[src/rtl/core/radc_pkg.sv]
// Package for the radix digit converter core.
// Holds base selector codes, shared struct types and the digit-to-ASCII function.
// No dependencies.
package radc_pkg;

    localparam logic [2:0] BASE_SEL_2  = 3'd0;
    localparam logic [2:0] BASE_SEL_3  = 3'd1;
    localparam logic [2:0] BASE_SEL_4  = 3'd2;
    localparam logic [2:0] BASE_SEL_8  = 3'd3;
    localparam logic [2:0] BASE_SEL_16 = 3'd4;

    localparam int VALUE_W = 31;
    localparam int DIGIT_W = 4;
    localparam int CHAR_W  = 7;

    // Reciprocal of three scaled by two to the 33rd, rounded up.
    localparam logic [32:0] RECIP3     = 33'h0AAAAAAAB;
    localparam int          RECIP3_SHR = 33;

    typedef struct packed {
        logic       mul_en;
        logic [2:0] base_sel;
    } div_ctl_t;

    typedef struct packed {
        logic [VALUE_W-1:0] quo;
        logic [DIGIT_W-1:0] rem;
    } div_res_t;

    function automatic logic [CHAR_W-1:0] digit_ascii(input logic [DIGIT_W-1:0] d);
        logic [CHAR_W-1:0] c;
        if (d <= 4'd9)
            c = 7'h30 + {3'b000, d};
        else
            c = 7'h41 + {3'b000, d} - 7'd10;
        return c;
    endfunction

endpackage

[src/rtl/core/radc_divider.sv]
// Shared divide-by-base unit: one quotient and remainder per step.
// Base three uses a registered reciprocal product; powers of two use shifts.
// Depends on radc_pkg.
module radc_divider
(
    input  logic                        clk,
    input  radc_pkg::div_ctl_t          ctl,
    input  logic [radc_pkg::VALUE_W-1:0] q,
    output radc_pkg::div_res_t          res
);
    import radc_pkg::*;

    logic [63:0]        prod_reg;
    logic [63:0]        prod_next;
    logic [VALUE_W-1:0] quo3;
    logic [32:0]        quo3_x3;
    logic [32:0]        rem3;

    assign prod_next = {33'b0, q} * {31'b0, RECIP3};

    always_ff @(posedge clk)
    begin
        if (ctl.mul_en)
            prod_reg <= prod_next;
    end

    assign quo3    = prod_reg[RECIP3_SHR +: VALUE_W];
    assign quo3_x3 = {2'b00, quo3} + {1'b0, quo3, 1'b0};
    assign rem3    = {2'b00, q} - quo3_x3;

    always_comb
    begin
        case (ctl.base_sel)
            BASE_SEL_3:
            begin
                res.quo = quo3;
                res.rem = {2'b00, rem3[1:0]};
            end
            BASE_SEL_4:
            begin
                res.quo = q >> 2;
                res.rem = {2'b00, q[1:0]};
            end
            BASE_SEL_8:
            begin
                res.quo = q >> 3;
                res.rem = {1'b0, q[2:0]};
            end
            BASE_SEL_16:
            begin
                res.quo = q >> 4;
                res.rem = q[3:0];
            end
            default:
            begin
                res.quo = q >> 1;
                res.rem = {3'b000, q[0]};
            end
        endcase
    end

endmodule

[src/rtl/core/radc_digit_store.sv]
// Digit store: one write port and one registered read port.
// Depends on radc_pkg.
module radc_digit_store
#(
    parameter int DEPTH = 32
)
(
    input  logic                         clk,
    input  logic                         wr_en,
    input  logic [$clog2(DEPTH)-1:0]     wr_addr,
    input  logic [radc_pkg::DIGIT_W-1:0] wr_data,
    input  logic                         rd_en,
    input  logic [$clog2(DEPTH)-1:0]     rd_addr,
    output logic [radc_pkg::DIGIT_W-1:0] rd_data
);
    import radc_pkg::*;

    logic [DIGIT_W-1:0] mem [DEPTH];
    logic [DIGIT_W-1:0] rd_data_reg;

    always_ff @(posedge clk)
    begin
        if (wr_en)
            mem[wr_addr] <= wr_data;
        if (rd_en)
            rd_data_reg <= mem[rd_addr];
    end

    assign rd_data = rd_data_reg;

endmodule

[src/rtl/core/radix_digit_converter_core.sv]
// Top level of the radix digit converter: sequencer, divider and digit store.
// Depends on radc_pkg, radc_divider and radc_digit_store.
//
//   channel | signals                                   | direction
//   input   | in_valid, in_ready, value, base_sel       | in
//   output  | out_valid, out_ready, digit_char, last, error | out
//
// An item passes through the shared divider a digit at a time: S_DIV alone for
// bases 2, 4, 8 and 16, S_MUL then S_DIV for base 3. Each digit is then read from
// the store (S_RD) and loaded into the output register (S_EMIT); rejects use S_ERR.
// Reset clears the sequencer and the output valid; the store needs no clearing.
// A stalled output holds the sequencer in its emit state until the item is taken.
module radix_digit_converter_core
#(
    parameter int DIGIT_DEPTH = 32
)
(
    input  logic                          clk,
    input  logic                          rst_n,
    input  logic                          in_valid,
    output logic                          in_ready,
    input  logic [radc_pkg::VALUE_W-1:0]  value,
    input  logic [2:0]                    base_sel,
    output logic                          out_valid,
    input  logic                          out_ready,
    output logic [radc_pkg::CHAR_W-1:0]   digit_char,
    output logic                          last,
    output logic                          error
);
    import radc_pkg::*;

    localparam int AW = $clog2(DIGIT_DEPTH);
    localparam int CW = $clog2(DIGIT_DEPTH + 1);

    localparam logic [2:0] S_IDLE = 3'd0;
    localparam logic [2:0] S_MUL  = 3'd1;
    localparam logic [2:0] S_DIV  = 3'd2;
    localparam logic [2:0] S_RD   = 3'd3;
    localparam logic [2:0] S_EMIT = 3'd4;
    localparam logic [2:0] S_ERR  = 3'd5;

    logic [2:0]         state_reg, state_next;
    logic [VALUE_W-1:0] quot_reg, quot_next;
    logic [2:0]         base_reg, base_next;
    logic [CW-1:0]      count_reg, count_next;
    logic               out_valid_reg, out_valid_next;
    logic [CHAR_W-1:0]  char_reg, char_next;
    logic               last_reg, last_next;
    logic               error_reg, error_next;

    div_ctl_t           div_ctl;
    div_res_t           div_res;
    logic               wr_en;
    logic               rd_en;
    logic [CW-1:0]      count_m1;
    logic [CW-1:0]      count_p1;
    logic [DIGIT_W-1:0] rd_data;
    logic               out_free;
    logic               accept;

    assign count_m1 = count_reg - CW'(1);
    assign count_p1 = count_reg + CW'(1);
    assign out_free = !out_valid_reg || out_ready;
    assign accept   = in_valid && in_ready;

    assign div_ctl.mul_en   = (state_reg == S_MUL);
    assign div_ctl.base_sel = base_reg;

    radc_divider u_div
    (
        .clk (clk),
        .ctl (div_ctl),
        .q   (quot_reg),
        .res (div_res)
    );

    radc_digit_store #(.DEPTH(DIGIT_DEPTH)) u_store
    (
        .clk     (clk),
        .wr_en   (wr_en),
        .wr_addr (count_reg[AW-1:0]),
        .wr_data (div_res.rem),
        .rd_en   (rd_en),
        .rd_addr (count_m1[AW-1:0]),
        .rd_data (rd_data)
    );

    always_comb
    begin
        state_next     = state_reg;
        quot_next      = quot_reg;
        base_next      = base_reg;
        count_next     = count_reg;
        out_valid_next = out_valid_reg && !out_ready;
        char_next      = char_reg;
        last_next      = last_reg;
        error_next     = error_reg;
        wr_en          = 1'b0;
        rd_en          = 1'b0;
        in_ready       = 1'b0;

        unique case (state_reg)
            S_IDLE:
            begin
                in_ready = 1'b1;
                if (accept)
                begin
                    quot_next  = value;
                    base_next  = base_sel;
                    count_next = '0;
                    if (value == '0 || base_sel > BASE_SEL_16)
                        state_next = S_ERR;
                    else if (base_sel == BASE_SEL_3)
                        state_next = S_MUL;
                    else
                        state_next = S_DIV;
                end
            end
            S_MUL:
            begin
                state_next = S_DIV;
            end
            S_DIV:
            begin
                wr_en      = 1'b1;
                quot_next  = div_res.quo;
                count_next = count_p1;
                if (div_res.quo == '0 || count_p1 == CW'(DIGIT_DEPTH))
                    state_next = S_RD;
                else if (base_reg == BASE_SEL_3)
                    state_next = S_MUL;
                else
                    state_next = S_DIV;
            end
            S_RD:
            begin
                rd_en      = 1'b1;
                count_next = count_m1;
                state_next = S_EMIT;
            end
            S_EMIT:
            begin
                if (out_free)
                begin
                    out_valid_next = 1'b1;
                    char_next      = digit_ascii(rd_data);
                    last_next      = (count_reg == '0);
                    error_next     = 1'b0;
                    state_next     = (count_reg == '0) ? S_IDLE : S_RD;
                end
            end
            S_ERR:
            begin
                if (out_free)
                begin
                    out_valid_next = 1'b1;
                    char_next      = '0;
                    last_next      = 1'b1;
                    error_next     = 1'b1;
                    state_next     = S_IDLE;
                end
            end
            default:
            begin
                state_next = S_IDLE;
            end
        endcase
    end

    always_ff @(posedge clk or negedge rst_n)
    begin
        if (!rst_n)
        begin
            state_reg     <= S_IDLE;
            count_reg     <= '0;
            quot_reg      <= '0;
            out_valid_reg <= 1'b0;
        end
        else
        begin
            state_reg     <= state_next;
            count_reg     <= count_next;
            quot_reg      <= quot_next;
            out_valid_reg <= out_valid_next;
        end
    end

    always_ff @(posedge clk)
    begin
        base_reg  <= base_next;
        char_reg  <= char_next;
        last_reg  <= last_next;
        error_reg <= error_next;
    end

    assign out_valid  = out_valid_reg;
    assign digit_char = char_reg;
    assign last       = last_reg;
    assign error      = error_reg;

endmodule

[config.mk]
export PLATFORM = sky130hd
export DESIGN_NAME = radix_digit_converter_core
export DESIGN_NICKNAME = d
export VERILOG_FILES = /design/src/rtl/core/radc_pkg.sv /design/src/rtl/core/radc_divider.sv /design/src/rtl/core/radc_digit_store.sv /design/src/rtl/core/radix_digit_converter_core.sv
export SDC_FILE = /design/constraint.sdc
export NUM_CORES = 1
export LEC_CHECK = 0
export BUFFER_PORTS_ARGS = -buffer_cell sky130_fd_sc_hd__buf_2
export CAP_MARGIN = 30
export CORE_MARGIN = 10
export CORE_UTILIZATION = 55
export DETAILED_ROUTE_END_ITERATION = 6
export GPL_ROUTABILITY_DRIVEN = 0
export PLACE_DENSITY = 0.74
export SLEW_MARGIN = 20
export SYNTH_ARGS = -nofsm -noshare
export SYNTH_HDL_FRONTEND = slang
export SYNTH_SLANG_ARGS = --single-unit
[constraint.sdc]
create_clock -name clk -period 6.7 [get_ports clk]
set_input_delay 1.005 -clock clk [delete_from_list [all_inputs] [get_ports clk]]
set_output_delay 1.005 -clock clk [all_outputs]
set_load 0.05 [all_outputs]
== Word level (Yosys, flattened, before mapping) ==
Memory sizes are Yosys's and may differ from the RTL's. A register that Yosys moved wholly into a read port is not among the register bits.
Index checks and enable logic that the tools add are counted.
Storage, ports and cells
  register bits: 116
  memories kept: 1
  RAM bits: 128
  input bits: 38
Memories
  u_store.mem: depth 32, width 4, read ports 1, clocked after Yosys merged registers in 1, write ports 1, RTL line radc_digit_store.sv:18  | logic [DIGIT_W-1:0] mem [DEPTH];
Operators by class
  mux-type cells: 30
  equality and inequality tests: 14
  $mul: 1
  reductions and logical operators: 20
  $add $sub $neg: 7
  $lt $le $gt $ge: 2
Operators by type and width (count)
  one-hot mux 34 bit (4 select lines): 1
  multiplier 31 x 32 -> 63 bit (second input constant): 1
  logical NOT 31 bit: 2
  one-hot mux 31 bit (2 select lines): 1
  two-way mux 31 bit: 1
  two-way mux 7 bit: 3
  one-hot mux 3 bit (6 select lines): 1
  one-hot mux 6 bit (3 select lines): 1
  one-hot mux 7 bit (2 select lines): 1
  equality test 3 x 2 -> 1 bit (second input constant): 4
  two-way mux 3 bit: 4
  two-way mux 1 bit: 10
  equality test 3 x 1 -> 1 bit (second input constant): 3
  equality test 3 bit (second input constant): 3
  two-way mux 2 bit: 4
  adder 6 x 4 -> 7 bit (first input constant): 1
  adder 7 x 4 -> 7 bit (first input constant): 1
  subtractor 7 x 4 -> 7 bit (second input constant): 1
  adder 6 x 1 -> 6 bit (second input constant): 1
  equality test 6 bit (second input constant): 1
  logical NOT 6 bit: 1
  two-way mux 6 bit: 1
  != test 2 bit (second input constant): 3
  AND reduction 2 bit: 3
  14 further kinds: 21

== Logic depth before layout (Yosys ltp) ==
  word-level depth: 7
  gate-level depth with buffers: 27

== By module ==
A second synthesis with hierarchy kept.
Second synthesis, totals
  cells, all modules: 1876
  area total of the unflattened synthesis: 21424.3 µm²
By module, submodules not included
  radc_divider: cells an instance 1358, seq. area each 900.9 µm², instances 1, area each 13431.6 µm²
  radc_digit_store: cells an instance 231, seq. area each 3963.8 µm², instances 1, area each 5178.7 µm²
  radix_digit_converter_core: cells an instance 287, seq. area each 1386.3 µm², instances 1, area each 2813.9 µm²

== Least setup slack after synthesis ==
OpenSTA, ideal clock, no wires.
  path type: register -> register
  from: reg quot_reg[9]
  to: reg u_div.prod_reg[52], data pin
  period minus slack after synthesis: 7180 ps
  library setup time: 262 ps
  path buffers: 0
  cell stages (with the launch flop): 26
  path slack: -480 ps
  arrival: 6918 ps
  cell sequence: dfrtp_1 > ha_1 > inv_1 > fa_1 > xnor2_1 > ha_1 > a21o_1 > inv_1 > fa_1 > inv_1 > fa_1 > fa_1 > fa_1 > inv_1 > fa_1 > inv_1 > ha_1 > and2_1 > a221o_1 > a2111oi_4 > a2111o_1 > a32o_1 > o21ai_1 > a21boi_0 > o21ai_1 > xor2_1
On the way
  word-level cells in the longest chain between the ends: 1
Ends and longest elaborated chain
  from (decl): RTL line radix_digit_converter_core.sv:43  | logic [VALUE_W-1:0] quot_reg, quot_next;
  from (signal assigned): RTL line radix_digit_converter_core.sv:183  | quot_reg <= quot_next;
  multiplier 31 x 32 -> 63 bit: RTL line radc_divider.sv:19  | assign prod_next = {33'b0, q} * {31'b0, RECIP3};
  net u_div.prod_next[52]: RTL line radc_divider.sv:14  | logic [63:0] prod_next;
  to (signal assigned): RTL line radc_divider.sv:24  | prod_reg <= prod_next;
  to (decl): RTL line radc_divider.sv:13  | logic [63:0] prod_reg;
The timed path passes the listed nets, and every way through them passes these cells.
A chain may end at the register's enable or synchronous reset.

== Worst setup path after layout ==
  from: reg quot_reg[7]
  to: reg u_div.prod_reg[61], data pin
The elaborated chain is that of the path after synthesis.

==> impl_summary.log <==
[metrics] result of the run: finished with violations
[metrics] violations in the final reports: setup timing
[metrics] maximum number of pins on one net before global-route repair: 66
[metrics] global routing usage on met1: 34.5%
[metrics] via count: 15969
[metrics] total number of clock tree sinks: 215
[metrics] Total Die Area: 47600 um^2
[metrics] share of synthesized cell area in and, or, nand and nor gates: 7.39%
[metrics] minimum clock period after layout: 6870 ps
[metrics] number of antenna violations at the first check in global routing: 2
[metrics] CTS buffer count: 24
[metrics] Iteration-0 DRC Markers: 1695
[metrics] fraction of synthesis flops using an asynchronous set or reset pin: 19.1%
[metrics] ratio of final minimum period to clock period: 103%
[metrics] RSZ-0062 raised after global routing: true
[metrics] largest clock skew in the final design: 19.0 ps
[metrics] Slew @ Worst Pin: 898 ps
[metrics] layer with the highest usage after global routing: met2
[metrics] count of different cell masters after synthesis: 77
[metrics] most used cells in the layout excluding fill and tap cells: sky130_fd_sc_hd__ha_1 (283), sky130_fd_sc_hd__inv_1 (260), sky130_fd_sc_hd__fa_1 (213)
[metrics] placed instance area: 23700 um^2
[metrics] Std-Cell Core Area: 38700 um^2
[metrics] worst-path maximum fanout: 3
[metrics] final core utilization: 65.3%
[metrics] parity-gate share of the synthesized area counting xor and xnor cells: 2.43%
[metrics] IO buf count: 48
[metrics] internal reg-to-reg setup slack: -170 ps
[metrics] clock buffer depth: 3
[metrics] met2 global-route usage: 41.4%
[metrics] WP buf/inv: 8
[metrics] DR pass1 iterations: 6
[metrics] drt total wl: 61000 um
[metrics] kind of start point of the critical path: register
[metrics] syn nets: 2429
[metrics] netlist area before placement: 21600 um^2
[metrics] top cells by area, synth: sky130_fd_sc_hd__edfxtp_1 (24%), sky130_fd_sc_hd__fa_1 (21%), sky130_fd_sc_hd__ha_1 (17%)
[metrics] number of warnings issued by yosys: 0
[metrics] cell type group with the largest total delay on the critical path: adder cells
[metrics] htree depth: 1
[metrics] number of enable flip-flop cells after synthesis: 174
[metrics] Peak Freq: 0.145 GHz
[metrics] clock latency of the later-clocked register in the worst-skew pair: 550 ps
[metrics] Global Route met3 Usage: 5.74%
[metrics] CP dominant cell by count: sky130_fd_sc_hd__inv_2
[metrics] total DRC errors in the routed layout: 0
[metrics] adder-cell area share of the yosys netlist: 38.4%
[metrics] number of placement rows: 72
[metrics] routed length per placed instance: 23.3 um
[metrics] number of diodes: 0
[metrics] Clk pin slew, worst setup/hold paths: 60 ps
[metrics] worst-case hold slack: 486 ps
[metrics] final hold violation count: 0
[metrics] vertical die dimension: 218 um
[metrics] worst slack, placed: -522 ps
[metrics] share of post-route cells with drive strength above 1: 23.2%
[metrics] post-route cell area: 25300 um^2
[metrics] clock root cell: sky130_fd_sc_hd__clkbuf_16
[metrics] max-slew violations: 0
[metrics] Synth area leader: sky130_fd_sc_hd__edfxtp_1
[metrics] Worst Hold Class: in2async
[metrics] synthesized area per cell: 11.6 um^2
[metrics] type of the worst setup path: reg2reg
[metrics] flip-flop count of the largest register after layout: 128
[metrics] Max Cap Violations: 0
[metrics] Yosys top cell area share: 24.2%
[metrics] starting utilization of the core area: 55.7%
[metrics] portion of the post-synthesis area used by sequential elements: 29.0%
[metrics] max-slew headroom at the worst pin: 40.1%
[metrics] total setup violations reported at the end of the flow: 20
[metrics] main flop type after synthesis: sky130_fd_sc_hd__edfxtp_1
[metrics] multiplexer fraction of the synthesized cell area: 7.35%
[metrics] Setup crit end kind: register
[metrics] number of nets at the end of the flow: 2641
[metrics] count of mapped cells out of synthesis: 1865
[metrics] residual overflow from global routing: 0
[metrics] register bit count reported by yosys: 215
[metrics] total I/O pin count: 49
[metrics] share of the synthesized area in compound gates (AO/OA/AOI/OAI): 9.52%
[metrics] synthesis-to-finish area growth: 17.2%
[metrics] dominant combinational cell family by area after synthesis: adder cells
[metrics] cell type of the slowest stage on the worst timing path: sky130_fd_sc_hd__fa_2
[metrics] largest stage delay on the critical path: 560 ps
[metrics] clock tree from TritonCTS: done
[metrics] x dimension of the die: 218 um
[metrics] vias in the first global route: 16695
[metrics] data arrival at the endpoint of the critical path: 7170 ps
[metrics] most common library cell in the layout ignoring fill and taps: sky130_fd_sc_hd__ha_1
[metrics] ratio of routed vias to standard cells: 6.11
[metrics] data required time of the critical path: 6990 ps
[metrics] placed wire-length estimate after detailed placement: 47500 um
[metrics] global-route usage over all layers: 25.8%
[metrics] first-pass GRT wire length: 95800 um
[metrics] Antenna Violating Nets Remaining: 0
[metrics] final setup slack of the worst path: -174 ps
worst register-to-register path: stages, from the launching register on:
cell and delay (ps):
sky130_fd_sc_hd__dfrtp_2 430, sky130_fd_sc_hd__ha_4 280, sky130_fd_sc_hd__inv_2 40, sky130_fd_sc_hd__fa_2 360, sky130_fd_sc_hd__xnor2_2 140, sky130_fd_sc_hd__ha_2 330, sky130_fd_sc_hd__inv_2 50, sky130_fd_sc_hd__fa_2 560
sky130_fd_sc_hd__inv_4 60, sky130_fd_sc_hd__fa_1 550, sky130_fd_sc_hd__inv_2 50, sky130_fd_sc_hd__fa_2 560, sky130_fd_sc_hd__inv_2 40, sky130_fd_sc_hd__fa_2 320, sky130_fd_sc_hd__inv_2 70, sky130_fd_sc_hd__fa_1 420
sky130_fd_sc_hd__inv_2 80, sky130_fd_sc_hd__ha_4 190, sky130_fd_sc_hd__and2_4 160, sky130_fd_sc_hd__a221o_1 380, sky130_fd_sc_hd__o311ai_2 370, sky130_fd_sc_hd__and3_4 260, sky130_fd_sc_hd__a211oi_2 70, sky130_fd_sc_hd__buf_4 190
sky130_fd_sc_hd__o21ai_4 210, sky130_fd_sc_hd__nand2_2 140, sky130_fd_sc_hd__a31oi_2 250, sky130_fd_sc_hd__xnor2_1 90
cells in the mapped netlist, drive strengths merged, types with 7 or more instances:
cell	n
mux2i	20
nor4	12
buf	20
fa	226
a31oi	23
inv	274
nor2b	23
nand3	17
mux4	59
dfrtp	41
a21oi	86
a21o	47
clkbuf	43
and3	7
nor2	94
nand4	25
o21bai	10
a211oi	26
xor2	24
o21ai	60
ha	300
edfxtp	174
nand2b	11
nand2	101
xnor2	35
nor3	12
a221oi	8
what timing repair did:
item                                    CTS  global route
hold buffers                              0             0
endpoints found under the setup margin   28            29
resized for setup                        79            47
gates cloned                              0             0
pin swaps                                77            37
setup buffers                            12             7
worst paths after layout:
kind | start | endpoint | cells past startpoint
worst max-delay path | quot_reg[7] | u_div.prod_reg[61] | 27
worst min-delay path | rst_n | out_valid | 1
worst max register to register | quot_reg[7] | u_div.prod_reg[61] | 27
worst min register to register | count_reg[5] | count_reg[5] | 1
max in group asynchronous | rst_n | quot_reg[9] | 2
min in group clk | count_reg[5] | count_reg[5] | 1
routing by layer:
layer	share of wire (%)	up-vias
met3	9.9	146
li1	-	7008
met5	0	-
met4	3.3	0
met1	39	7991
met2	47	824
cell families (layout without fill, tap and decap cells):
group                      Yosys count  after routing
DFF                                215            215
muxes                               84             84
AOI/OAI and AO/OA                  311            311
buffers and inverters              338            568
xor gates and xnor gates            59             59
and+or+nand+nor                    332            332
adders and majority gates          526            526
per-stage QoR:
stage,cells,setup TNS (ps)
final,2613,-2100
after global routing,2613,-5370
after CTS,2605,-756
after detailed placement,2551,-5190
after global placement,2548,-3540
after floorplan,1865,0
final cells by class:
type,count,area (um^2)
Clock buffer,27,612
Multi-Input combinational cell,1312,14700
Clock inverter,17,239
Tap cell,518,648
Fill cell,2785,13400
Inverter,275,1040
Sequential cell,215,6260
Timing Repair Buffer,249,1830
Power is left out: the tool's default activity adds up to more than one toggle a clock period on the data nets, which glitch-free logic cannot reach.
